$ cat src/design/nsv_pkg.sv
// Shared types, character codes and helpers for the sentence checker.
// Used by nsv_parser, nsv_out_stage and nmea_sentence_validator.
package nsv_pkg;

  // Width of the reported sentence length
  localparam int unsigned FrameLenW = 10;

  // Characters that steer the parse
  localparam logic [7:0] ChDollar = 8'h24;  // '$'
  localparam logic [7:0] ChG      = 8'h47;  // 'G'
  localparam logic [7:0] ChStar   = 8'h2A;  // '*'
  localparam logic [7:0] ChComma  = 8'h2C;  // ','
  localparam logic [7:0] ChNine   = 8'h39;  // '9'

  // Offsets that turn a checksum character into its digit value
  localparam logic [7:0] HexLetterOfs = 8'd55;
  localparam logic [7:0] HexDigitOfs  = 8'h30;

  // One incoming character
  typedef struct packed {
    logic [7:0] byte_value;
    logic       segment_start;
  } in_item_t;

  // One verdict per sentence
  typedef struct packed {
    logic                 frame_ok;
    logic [FrameLenW-1:0] frame_length;
  } out_item_t;

  // Parser step result handed to the output stage
  typedef struct packed {
    logic      emit;
    out_item_t item;
  } step_res_t;

  // Checksum character to value; letters above '9' drop by 55, no range check
  function automatic logic [7:0] hex_value(input logic [7:0] b);
    logic [7:0] v;
    if (b > ChNine) v = b - HexLetterOfs;
    else            v = b - HexDigitOfs;
    return v;
  endfunction

endpackage

$ cat src/design/nmea_sentence_validator.sv
// NMEA-style sentence checker: top level with the input register.
// Depends on nsv_pkg, nsv_parser and nsv_out_stage.
//
// Takes one character per item and gives one verdict per sentence: a
// sentence starts on an item with segment_start set and must open with
// "$G"; the XOR of everything from the 'G' up to the '*' is compared with
// the two checksum characters after it, the field after comma number
// DATE_COMMA_INDEX must not be empty if a comma ends it, and the '*' must
// sit at index MAX_SEGMENT-2 or below. frame_length counts '$' through
// the second checksum digit on a pass and is zero on a reject. Bytes
// outside a sentence and sentences cut off by a new start give no
// verdict. The block takes one item every cycle unless in_stall is set;
// each item passes an input register and one parse step into the result
// register, which holds the verdict. Only a stalled result register
// holds up the input.
module nmea_sentence_validator #(
  parameter int unsigned MAX_SEGMENT      = 512,
  parameter int unsigned DATE_COMMA_INDEX = 9
) (
  input  logic               clk,
  input  logic               rst,
  input  logic               in_valid,
  output logic               in_stall,
  input  nsv_pkg::in_item_t  in_item,
  output logic               out_valid,
  input  logic               out_stall,
  output nsv_pkg::out_item_t out_item
);
  import nsv_pkg::*;

  in_item_t  in_q;
  logic      in_full;
  logic      adv;
  logic      step_en;
  step_res_t res;

  assign step_en  = in_full && adv;
  assign in_stall = in_full && !adv;

  // Input register occupancy
  always_ff @(posedge clk) begin
    if (rst) begin
      in_full <= 1'b0;
    end else if (in_valid && !in_stall) begin
      in_full <= 1'b1;
    end else if (step_en) begin
      in_full <= 1'b0;
    end
  end

  // Input register payload
  always_ff @(posedge clk) begin
    if (in_valid && !in_stall) begin
      in_q <= in_item;
    end
  end

  nsv_parser #(
    .MAX_SEGMENT      (MAX_SEGMENT),
    .DATE_COMMA_INDEX (DATE_COMMA_INDEX)
  ) u_parser (
    .clk     (clk),
    .rst     (rst),
    .step_en (step_en),
    .item    (in_q),
    .res     (res)
  );

  nsv_out_stage u_out (
    .clk       (clk),
    .rst       (rst),
    .step_en   (step_en),
    .res       (res),
    .out_stall (out_stall),
    .out_valid (out_valid),
    .out_item  (out_item),
    .adv       (adv)
  );

  // Input is held off only while a verdict is stuck downstream
  a_stall_cause: assert property (@(posedge clk) disable iff (rst)
    in_stall |-> out_valid && out_stall)
    else $error("input stalled without downstream stall");

  // A held item is still there on the next cycle
  a_in_keep: assert property (@(posedge clk) disable iff (rst)
    in_full && !step_en |=> in_full && $stable(in_q))
    else $error("pending item lost");

  // An empty input register never steps the parser
  a_no_phantom: assert property (@(posedge clk) disable iff (rst)
    !in_full |-> !step_en)
    else $error("parser stepped without an item");

endmodule

$ cat src/design/nsv_parser.sv
// Sentence parse state and the combinational step for one character.
// Depends on nsv_pkg for item types, character codes and hex_value.
module nsv_parser #(
  parameter int unsigned MAX_SEGMENT      = 512,
  parameter int unsigned DATE_COMMA_INDEX = 9
) (
  input  logic               clk,
  input  logic               rst,
  input  logic               step_en,
  input  nsv_pkg::in_item_t  item,
  output nsv_pkg::step_res_t res
);
  import nsv_pkg::*;

  localparam int unsigned CountW = $clog2(MAX_SEGMENT + 1);
  localparam int unsigned CommaW = $clog2(DATE_COMMA_INDEX + 1);
  localparam logic [CountW-1:0] StarLimit = CountW'(MAX_SEGMENT - 2);
  localparam logic [CommaW-1:0] DateComma = CommaW'(DATE_COMMA_INDEX);

  typedef enum logic [5:0] {
    PH_IDLE   = 6'b000001,
    PH_WANT_G = 6'b000010,
    PH_BODY   = 6'b000100,
    PH_DATE   = 6'b001000,
    PH_HI     = 6'b010000,
    PH_LO     = 6'b100000
  } phase_t;

  phase_t            phase, phase_next;
  logic [7:0]        xor_sum, xor_sum_next;
  logic [CountW-1:0] byte_count, byte_count_next;
  logic [CommaW-1:0] comma_count, comma_count_next;
  logic [7:0]        high_nibble, high_nibble_next;

  logic [7:0]        b;
  logic [7:0]        digit;
  logic [7:0]        recv_sum;
  logic [CountW:0]   len_full;

  assign b        = item.byte_value;
  assign digit    = hex_value(b);
  assign recv_sum = high_nibble + digit;
  assign len_full = {1'b0, byte_count} + (CountW + 1)'(1);

  // Next state and verdict for the character in the input register
  always_comb begin
    phase_next       = phase;
    xor_sum_next     = xor_sum;
    byte_count_next  = byte_count;
    comma_count_next = comma_count;
    high_nibble_next = high_nibble;
    res              = '0;

    if (item.segment_start) begin
      xor_sum_next     = '0;
      comma_count_next = '0;
      high_nibble_next = '0;
      if (b != ChDollar) begin
        byte_count_next = '0;
        res.emit        = 1'b1;
        phase_next      = PH_IDLE;
      end else begin
        byte_count_next = CountW'(1);
        phase_next      = PH_WANT_G;
      end
    end else begin
      unique case (phase) inside
        PH_IDLE: begin
          // stray bytes between sentences are dropped
        end
        PH_WANT_G: begin
          if (b != ChG) begin
            res.emit   = 1'b1;
            phase_next = PH_IDLE;
          end else begin
            xor_sum_next    = b;
            byte_count_next = CountW'(2);
            phase_next      = PH_BODY;
          end
        end
        PH_BODY, PH_DATE: begin
          if (phase == PH_DATE && b == ChComma) begin
            // empty date field
            res.emit   = 1'b1;
            phase_next = PH_IDLE;
          end else if (b == ChStar) begin
            if (comma_count < DateComma) begin
              res.emit   = 1'b1;
              phase_next = PH_IDLE;
            end else begin
              byte_count_next = byte_count + CountW'(1);
              phase_next      = PH_HI;
            end
          end else if (byte_count >= StarLimit) begin
            // no room left for star and checksum
            res.emit   = 1'b1;
            phase_next = PH_IDLE;
          end else begin
            xor_sum_next    = xor_sum ^ b;
            byte_count_next = byte_count + CountW'(1);
            phase_next      = PH_BODY;
            if (b == ChComma && comma_count < DateComma) begin
              comma_count_next = comma_count + CommaW'(1);
              if (comma_count_next == DateComma) phase_next = PH_DATE;
            end
          end
        end
        PH_HI: begin
          high_nibble_next = {digit[3:0], 4'h0};
          byte_count_next  = byte_count + CountW'(1);
          phase_next       = PH_LO;
        end
        PH_LO: begin
          res.emit          = 1'b1;
          res.item.frame_ok = (recv_sum == xor_sum);
          if (recv_sum == xor_sum) res.item.frame_length = FrameLenW'(len_full);
          phase_next = PH_IDLE;
        end
        default: begin
          phase_next = PH_IDLE;
        end
      endcase
    end
  end

  // Parse state registers
  always_ff @(posedge clk) begin
    if (rst) begin
      phase       <= PH_IDLE;
      xor_sum     <= '0;
      byte_count  <= '0;
      comma_count <= '0;
      high_nibble <= '0;
    end else if (step_en) begin
      phase       <= phase_next;
      xor_sum     <= xor_sum_next;
      byte_count  <= byte_count_next;
      comma_count <= comma_count_next;
      high_nibble <= high_nibble_next;
    end
  end

  // A verdict always returns the parser to idle
  a_emit_idle: assert property (@(posedge clk) disable iff (rst)
    step_en && res.emit |=> phase == PH_IDLE)
    else $error("parser not idle after verdict");

  // Checksum digits only follow a star that came after the date comma
  a_hi_commas: assert property (@(posedge clk) disable iff (rst)
    phase == PH_HI || phase == PH_LO |-> comma_count == DateComma)
    else $error("checksum phase with too few commas");

  // Date phase is entered exactly at the date comma
  a_date_commas: assert property (@(posedge clk) disable iff (rst)
    phase == PH_DATE |-> comma_count == DateComma)
    else $error("date phase with wrong comma count");

  // Length never runs past the segment size
  a_count_bound: assert property (@(posedge clk) disable iff (rst)
    byte_count <= CountW'(MAX_SEGMENT))
    else $error("byte count past segment size");

endmodule

$ cat src/design/nsv_out_stage.sv
// Result register between the parser and the downstream consumer.
// Depends on nsv_pkg for the verdict types.
module nsv_out_stage (
  input  logic                clk,
  input  logic                rst,
  input  logic                step_en,
  input  nsv_pkg::step_res_t  res,
  input  logic                out_stall,
  output logic                out_valid,
  output nsv_pkg::out_item_t  out_item,
  output logic                adv
);
  import nsv_pkg::*;

  // The parser may step whenever this register is free or being drained
  assign adv = !out_valid || !out_stall;

  // Valid flag
  always_ff @(posedge clk) begin
    if (rst) begin
      out_valid <= 1'b0;
    end else if (step_en && res.emit) begin
      out_valid <= 1'b1;
    end else if (!out_stall) begin
      out_valid <= 1'b0;
    end
  end

  // Verdict payload
  always_ff @(posedge clk) begin
    if (step_en && res.emit) begin
      out_item <= res.item;
    end
  end

  // A new verdict is only loaded when the held one is gone
  a_no_overwrite: assert property (@(posedge clk) disable iff (rst)
    out_valid && out_stall |-> !(step_en && res.emit))
    else $error("held verdict overwritten");

  // A rejection always reports zero length
  a_reject_len: assert property (@(posedge clk) disable iff (rst)
    out_valid && !out_item.frame_ok |-> out_item.frame_length == '0)
    else $error("rejected sentence with nonzero length");

  // A stalled verdict stays in place
  a_hold: assert property (@(posedge clk) disable iff (rst)
    out_valid && out_stall |=> out_valid && $stable(out_item))
    else $error("stalled verdict changed");

endmodule
$ cat config.mk
export PLATFORM = sky130hd
export DESIGN_NAME = nmea_sentence_validator
export DESIGN_NICKNAME = d
export VERILOG_FILES = /design/src/design/nsv_pkg.sv /design/src/design/nmea_sentence_validator.sv /design/src/design/nsv_parser.sv /design/src/design/nsv_out_stage.sv
export SDC_FILE = /design/constraint.sdc
export NUM_CORES = 1
export LEC_CHECK = 0
export BUFFER_PORTS_ARGS = -buffer_cell sky130_fd_sc_hd__buf_4
export CORE_MARGIN = 2
export CORE_UTILIZATION = 35
export DETAILED_ROUTE_END_ITERATION = 8
export GPL_TIMING_DRIVEN = 0
export SYNTH_ARGS = -nofsm -noshare
export SYNTH_HDL_FRONTEND = slang
export SYNTH_SLANG_ARGS = --single-unit
$ cat constraint.sdc
create_clock -name clk -period 3.6 [get_ports clk]
set_clock_uncertainty 0.1 [all_clocks]
set_input_delay 0.72 -clock clk [delete_from_list [all_inputs] [get_ports clk]]
set_output_delay 0.72 -clock clk [all_outputs]
set_load 0.01 [all_outputs]
==> impl_results.md, run 1 <==
- Routed vias/inst: around 5.5
- Clk root buf: clkbuf_8
- Final min period: ~3.6 ns
- Yosys warns: 0
- Slowest CP cell: edfxtp_1
- Initial antenna violation count: 0
- Crit path buf inv count: 1
- First drt pass iteration count: 5
- CTS Buffer Depth: 2
- Share of post-route cells with drive strength above 1: between 20% and 30%
- Fin. max-slew vios: 0
- Inserted Clock Buffers: 5
- Tightest Hold Check Type: register to register
- Main synth FF type: dfxtp_1
- Ys async rst share: 0%
- Critical path class: register to register
- Post-route DRC: 0
- DR iter-0 viols: 209
- Core area: just over 0.009 mm²
- Drt total wl: approximately 8900 µm
- Worst slew margin: a little over a fifth
- Final ANT Viol Nets: 0
- Cell taking the most area after synthesis: dfxtp_1
- Cells after synthesis: between 300 and 400
- Crit path to: u_out.out_item[9]$_SDFFCE_PP0P_
- Top-Level Pins: 26
- Clock Sinks: 54
- CP endpoint kind: register
- Max-Cap Viols: 0
- Power per Cell Area: just under 300 mW/mm²
- Worst Setup Start Kind: register
- First-pass GRT wire length: around 14,000 µm
- Fillers: 941
- Final Hold Fails: 0
- Worst skew pair latency: approximately 0.32 ns
- Area Growth Syn to Fin: 21.78%
- R2R Path End: u_out.out_item[9]$_SDFFCE_PP0P_
- Final Cycle Share: 100.9%
- Worst EP required: between 3 and 4 ns
- Final Net Count: between 400 and 500
- Core Rows: 35
- Crit-path leading delay family: adder cells
- Worst VDD drop: ~0.22 mV
- Most common cell after layout, fill and taps aside: buf_4
- Stages on worst setup path: 13
- Hold-fix buffers at CTS: 0
- Post-DP Area: 0.003731 mm²
- EDFF count, synth: 20
- Area occupied by registers: around 0.0013 mm²
- Initial Util: around 36%
- Post-synth net total: ~420
- GRT Residual Overflow: 0
- Critical Path AT: between 3 and 4 ns
- Final Core Density: 44.31%
- GRT Total Usage: between 10% and 20%
- CTS tree: done
- Vias: 3,112
- CP peak stage delay: 0.53 ns
- FF-to-FF path depth: 13
- H-tree depth: 2
- Leakage: roughly 1.5 nW
- Synth top area cells: dfxtp_1 20%, edfxtp_1 18%, ha_1 5.2%, nor2_1 5.1%, xnor2_1 4.7%
- Failing checks: setup timing
- Fin area: slightly above 0.004 mm²
- Fmax: approximately 0.28 GHz
- Slew @ Worst Pin: roughly 1.2 ns
- CP Max Fanout: 5
- Most frequent cells in the layout: 42 x buf_4, 41 x nor2_1, 34 x dfxtp_1
- Status: finished with violations
- Reg-to-reg startpoint: in_q[1]$_DFFE_PP_
- CP Cell Sequence: ha_4, and2_4, nor2_4, nand2_2, xnor2_2, ha_2, fa_1, xor2_1, a2111oi_2, o2111ai_1, or4_4, clkbuf_16, a21oi_2
- Setup crit start: in_q[1]$_DFFE_PP_
- Syn_area_per_cell: a little under 9 µm²
- Clock Pin Slew Worst Setup and Hold Paths: approximately 0.11 ns
- Routability cong.: around 0.86
- Width of the die: approximately 100 µm
- Largest net degree at the start of global routing: 17
- Flops & latches, synth: between 50 and 60
- Total negative setup slack: -0.06759 ns
- Synth cell types: 60
- Sequential area share after synthesis: between 30 and 40%
- Post-synthesis cell area: roughly 0.0034 mm²
- RSZ-0062 raised after global routing: true
- Top-area cell type share of the netlist area: between 20% and 30%
- Area taken by multi-input logic gates: around 0.0021 mm²
- Die ar.: approximately 0.010 mm²
- Buffers on Ports: 25
- Vias in the first global route: 2,854
- Hpwl dp: 6223 µm
- Final-report setup violation count: 4
- Diodes inserted: 0
- Die Ht: between 100 and 150 µm
- R2R setup slack: -0.03 ns
- Routed len/inst: roughly 16 µm
- Final WS setup: -0.03061 ns
==> how the worst min path moves through the flow <==
| stage | from | end | slack [ns] | depth (start not counted) |
|---|---|---|---|---|
| floorplan | u_parser.xor_sum[6]$_SDFFE_PP0P_ | u_parser.xor_sum[6]$_SDFFE_PP0P_ | 0.36 | 2 |
| global placement | u_parser.high_nibble[7]$_SDFFE_PP0P_ | u_parser.high_nibble[7]$_SDFFE_PP0P_ | 0.39 | 2 |
| detailed placement | u_parser.xor_sum[2]$_SDFFE_PP0P_ | u_parser.xor_sum[2]$_SDFFE_PP0P_ | 0.40 | 2 |
| CTS | u_parser.xor_sum[2]$_SDFFE_PP0P_ | u_parser.xor_sum[2]$_SDFFE_PP0P_ | 0.41 | 2 |
| global route | u_parser.xor_sum[5]$_SDFFE_PP0P_ | u_parser.xor_sum[5]$_SDFFE_PP0P_ | 0.45 | 1 |
| finish | u_parser.xor_sum[2]$_SDFFE_PP0P_ | u_parser.xor_sum[2]$_SDFFE_PP0P_ | 0.41 | 2 |
==> flip-flops by register name (all words and copies together), names as in the netlist <==
| name | cells |
|---|---|
| u_out.out_item | 11 |
| u_parser.byte_count | 10 |
| in_q | 9 |
| u_parser.xor_sum | 8 |
| u_parser.phase | 6 |
| u_parser.comma_count | 4 |
| u_parser.high_nibble | 4 |
| in_full | 1 |
| u_out.out_valid | 1 |
==> where the power goes <==
| part | internal, mW | switching, mW | leakage, nW |
|---|---|---|---|
| Combinational | 0.0720 | 0.0920 | 0.990 |
| Clock | 0.177 | 0.210 | 0.0561 |
| Sequential | 0.641 | 0.00961 | 0.486 |
==> repair_timing <==
item	4_1_cts	5_1_grt
endpoints found under the setup margin	11	11
cloned	0	1
setup buffers	13	5
pin swaps	7	3
resized for setup	17	16
==> through the flow <==
stage | worst slack, ns | cells | hold WS (ns) | power, mW
after global placement | -0.5755 | 542 | 0.3874 | 0.7933
final | -0.03061 | 568 | 0.4108 | 1.202
after global routing | -0.1745 | 568 | 0.4523 | 1.253
after floorplan | 0.002953 | 388 | 0.3612 | 0.7500
after detailed placement | -0.6355 | 542 | 0.4009 | 0.7953
after CTS | 0.001097 | 563 | 0.4149 | 1.196
==> cells by family after synthesis <==
group	share of synthesized area, %
AOI/OAI and AO/OA	19.85
and+or+nand+nor	24.22
DFF	37.93
muxes	0.2963
xor gates and xnor gates	7.518
adders and majority gates	5.778
buffers and inverters	4.407
==> per-layer routing <==
metal	up-vias	routed length, µm	global-route usage [%]
li1	1519	-	-
met1	1478	4026	23.81
met3	19	423	2.736
met5	-	0	0
met4	0	210	5.128
met2	96	4265	29.30
==> final cells by class <==
cell class	instances	share of cell area (%)
clock buffer	6	2.281
clock inverter	2	0.2433
multi-input combinational	299	49.94
timing repair buffer	44	8.546
inverter	13	1.186
sequential	54	31.14
tap	129	3.923
buffer	21	2.737
==> worst reg2reg max path, cell delays in order (launching register included) <==
cell and delay [ns]:
edfxtp_1 0.53, ha_4 0.23, and2_4 0.17, nor2_4 0.13, nand2_2 0.09, xnor2_2 0.15
ha_2 0.21, fa_1 0.50, xor2_1 0.17, a2111oi_2 0.28, o2111ai_1 0.16, or4_4 0.50
clkbuf_16 0.19, a21oi_2 0.11
==> cell usage after synthesis (all sizes together), types with 3 or more instances <==
library cell   n
nor2          47
dfxtp         34
o21ai         31
edfxtp        20
nand2         20
xnor2         18
a21oi         17
nor2b         16
ha            14
inv           13
o31ai         13
clkbuf        12
xor2          11
buf           10
nand3         10
nand2b         9
a22oi          8
nand3b         7
nand4          7
nor3           6
a211oi         5
and3           5
or3            4
a2111oi        3
a21boi         3
a21o           3
a31o           3
and2           3
nor4           3
nor4b          3
o2111ai        3
or4            3
No activity file was read; power rests on OpenSTA's default activity.
==> run 2, diff against run 1 <==
--- a/config.mk
+++ b/config.mk
@@ -6,10 +6,12 @@
 export NUM_CORES = 1
 export LEC_CHECK = 0
 export BUFFER_PORTS_ARGS = -buffer_cell sky130_fd_sc_hd__buf_4
+export CAP_MARGIN = 20
 export CORE_MARGIN = 2
-export CORE_UTILIZATION = 35
+export CORE_UTILIZATION = 46
 export DETAILED_ROUTE_END_ITERATION = 8
 export GPL_TIMING_DRIVEN = 0
+export PLACE_DENSITY = 0.66
 export SYNTH_ARGS = -nofsm -noshare
 export SYNTH_HDL_FRONTEND = slang
 export SYNTH_SLANG_ARGS = --single-unit
==> run 2 against run 1 <==
First-iteration DRC count fell by 22%. Highest routed layer unchanged. Critical path type unchanged. Maximum frequency shrank 1.8%. Power down 3.3%. The run still ends with setup timing left. Non-clock buffer count is 1 higher. Largest cell class unchanged. Wire length down 3.3%. Hold slack improved by 0.0061 ns. Sequential share of layout area rose by 0.48 points. Register-to-register slack worse by 0.06 ns. Cell area down 1.5%. Global-route usage increased by 5.2 points.
==> impl_results.md, run 2 (synthesis results as in run 1) <==
- Total negative setup slack: -0.5060 ns (was -0.06759 ns)
- Final-report setup violation count: 9 (was 4)
- Leakage: 1.520 nW (was 1.531 nW)
- Tot Pwr: 1.163 mW (was 1.202 mW)
- Max-Cap Viols: 0 (unchanged)
- Final WS setup: -0.09541 ns (was -0.03061 ns)
- CTS Buffer Depth: 2 (unchanged)
- Post-DP Area: 0.003694 mm² (was 0.003731 mm²)
- Core Rows: 31 (was 35)
- Core area: 0.007176 mm² (was 0.009284 mm²)
- Hold-fix buffers at CTS: 0 (unchanged)
- Die ar.: 0.008045 mm² (was 0.01045 mm²)
- Worst slew margin: 48.30% (was 21.50%)
- Crit path buf inv count: 2 (was 1)
- Tightest Hold Check Type: register to register (unchanged)
- Largest register FFs: 11 (unchanged)
- Die Ht: 89.70 µm (was 102.2 µm)
- Final min period: 3.695 ns (was 3.631 ns)
- Fmax: 0.2706 GHz (was 0.2754 GHz)
- Initial antenna violation count: 0 (unchanged)
- GRT Residual Overflow: 0 (unchanged)
- Fillers: 667 (was 941)
- Regs by FF count: u_out.out_item x11, u_parser.byte_count x10, in_q x9 (unchanged)
- Place WS: -0.5847 ns (was -0.6355 ns)
- Fin. max-slew vios: 0 (unchanged)
- CTS tree: done (unchanged)
- Buffers on Ports: 25 (unchanged)
- Final Cycle Share: 102.7% (was 100.9%)
- Power per Cell Area: 287.0 mW/mm² (was 292.2 mW/mm²)
- Diodes inserted: 0 (unchanged)
- CP Max Fanout: 5 (unchanged)
- Initial Util: 47.08% (was 36.39%)
- Final ANT Viol Nets: 0 (unchanged)
- Inst Count DP: 512 (was 542)
- Vias in the first global route: 3,035 (was 2,854)
- Critical Path AT: 3.76 ns (was 3.71 ns)
- Top-Level Pins: 26 (unchanged)
- Largest net degree at the start of global routing: 16 (was 17)
- Area Growth Syn to Fin: 19.93% (was 21.78%)
- Hpwl dp: 6150 µm (was 6223 µm)
- Status: finished with violations (unchanged)
- First drt pass iteration count: 5 (unchanged)
- Clock Pin Slew Worst Setup and Hold Paths: 0.10 ns (was 0.11 ns)
- Worst skew pair latency: 0.31 ns (was 0.32 ns)
- Vias: 3,117 (was 3,112)
- Final Hold Fails: 0 (unchanged)
- Fin area: 0.004051 mm² (was 0.004114 mm²)
- DR iter-0 viols: 162 (was 209)
- Clk root buf: clkbuf_8 (unchanged)
- First-pass GRT wire length: 14,200 µm (was 14,470 µm)
- Drt total wl: 8628 µm (was 8925 µm)
- Most frequent cells in the layout: 42 x buf_4, 41 x nor2_1, 34 x dfxtp_1 (unchanged)
- Width of the die: 89.70 µm (was 102.2 µm)
- Inserted Clock Buffers: 5 (unchanged)
- Slew @ Worst Pin: 0.7739 ns (was 1.175 ns)
- Slowest CP cell: or4_4 (was edfxtp_1)
- Share of post-route cells with drive strength above 1: 19.55% (was 20.05%)
- Routability cong.: 0.9225 (was 0.8580)
- Critical path class: register to register (unchanged)
- Most common cell after layout, fill and taps aside: buf_4 (unchanged)
- Worst VDD drop: 0.1988 mV (was 0.2197 mV)
- Failing checks: setup timing (unchanged)
- CP peak stage delay: 0.61 ns (was 0.53 ns)
- Post-route insts no fill: 539 (was 568)
- Worst Setup Start Kind: register (unchanged)
- CP endpoint kind: register (unchanged)
- CP Cell Sequence: buf_6, ha_4, and2_4, nor2_4, nand2_2, xnor2_1, ha_2, fa_1, xor2_1, a2111oi_2, o2111ai_1, or4_4, buf_8, a21oi_4 (was ha_4, and2_4, nor2_4, nand2_2, xnor2_2, ha_2, fa_1, xor2_1, a2111oi_2, o2111ai_1, or4_4, clkbuf_16, a21oi_2)
- RSZ-0062 raised after global routing: true (unchanged)
- Post-route DRC: 0 (unchanged)
- Most flops, register: u_out.out_item (unchanged)
- Routed vias/inst: 5.783 (was 5.479)
- Crit-path leading delay family: simple AND/OR/NAND/NOR gates (was adder cells)
- Clock Sinks: 54 (unchanged)
- GRT Total Usage: 22.81% (was 17.65%)
- Worst EP required: 3.66 ns (was 3.68 ns)
- Routed len/inst: 16.01 µm (was 15.71 µm)
- H-tree depth: 2 (unchanged)
- Final Net Count: 467 (was 466)
## run 2: power breakdown
part	internal (mW)	leakage (nW)	switching, mW
logic	0.0695	0.986	0.0885
clock network	0.156	0.0482	0.198
registers	0.641	0.486	0.00965
## run 2: path summary, 6_finish.rpt
path | slack, ns | from | cells after the start | endpoint
setup / recovery | -0.1 | in_q[1]$_DFFE_PP_ | 14 | u_out.out_item[9]$_SDFFCE_PP0P_
hold / removal | 0.42 | u_parser.xor_sum[2]$_SDFFE_PP0P_ | 2 | u_parser.xor_sum[2]$_SDFFE_PP0P_
setup reg to reg | -0.1 | in_q[1]$_DFFE_PP_ | 14 | u_out.out_item[9]$_SDFFCE_PP0P_
hold reg to reg | 0.42 | u_parser.xor_sum[2]$_SDFFE_PP0P_ | 2 | u_parser.xor_sum[2]$_SDFFE_PP0P_
## run 2: timing repair
action / in CTS / in global routing
setup endpoints to repair: 11 / 11
resized for setup: 25 / 6
pin swaps: 8 / 7
gates cloned: 1 / 0
setup buffers: 14 / 4
## run 2: stage by stage
stage                     util (%)  hold slack [ns]
after floorplan                  -           0.3612
after global placement       51.47           0.3852
after detailed placement     51.47           0.3989
after CTS                    55.75           0.4195
after global routing         56.46           0.4421
final                        56.46           0.4169
## run 2: layout make-up
cell class	instances	area, µm²	share of cell area [%]
multi-input combinational	299	2034	50.22
sequential	54	1281	31.62
timing repair buffer	45	359.1	8.863
tap	99	123.9	3.057
buffer	21	112.6	2.779
clock buffer	7	86.33	2.131
inverter	13	48.80	1.204
clock inverter	1	5.005	0.1235
## run 2: worst reg2reg max path, cell delays in order (launching register included)
cell       delay [ns]
edfxtp_1         0.46
buf_6            0.17
ha_4             0.15
and2_4           0.16
nor2_4           0.09
nand2_2          0.06
xnor2_1          0.14
ha_2             0.20
fa_1             0.51
xor2_1           0.18
a2111oi_2        0.28
o2111ai_1        0.15
or4_4            0.61
buf_8            0.17
a21oi_4          0.11
## run 2: metal layers
metal / wire length, µm / GRT usage (%) / vias up / share of wire (%)
li1: - / - / 1508 / -
met1: 3802 / 29.05 / 1487 / 44
met2: 4124 / 38.77 / 99 / 48
met3: 421 / 3.382 / 23 / 4.9
met4: 279 / 9.091 / 0 / 3.2
met5: 0 / 0 / - / 0
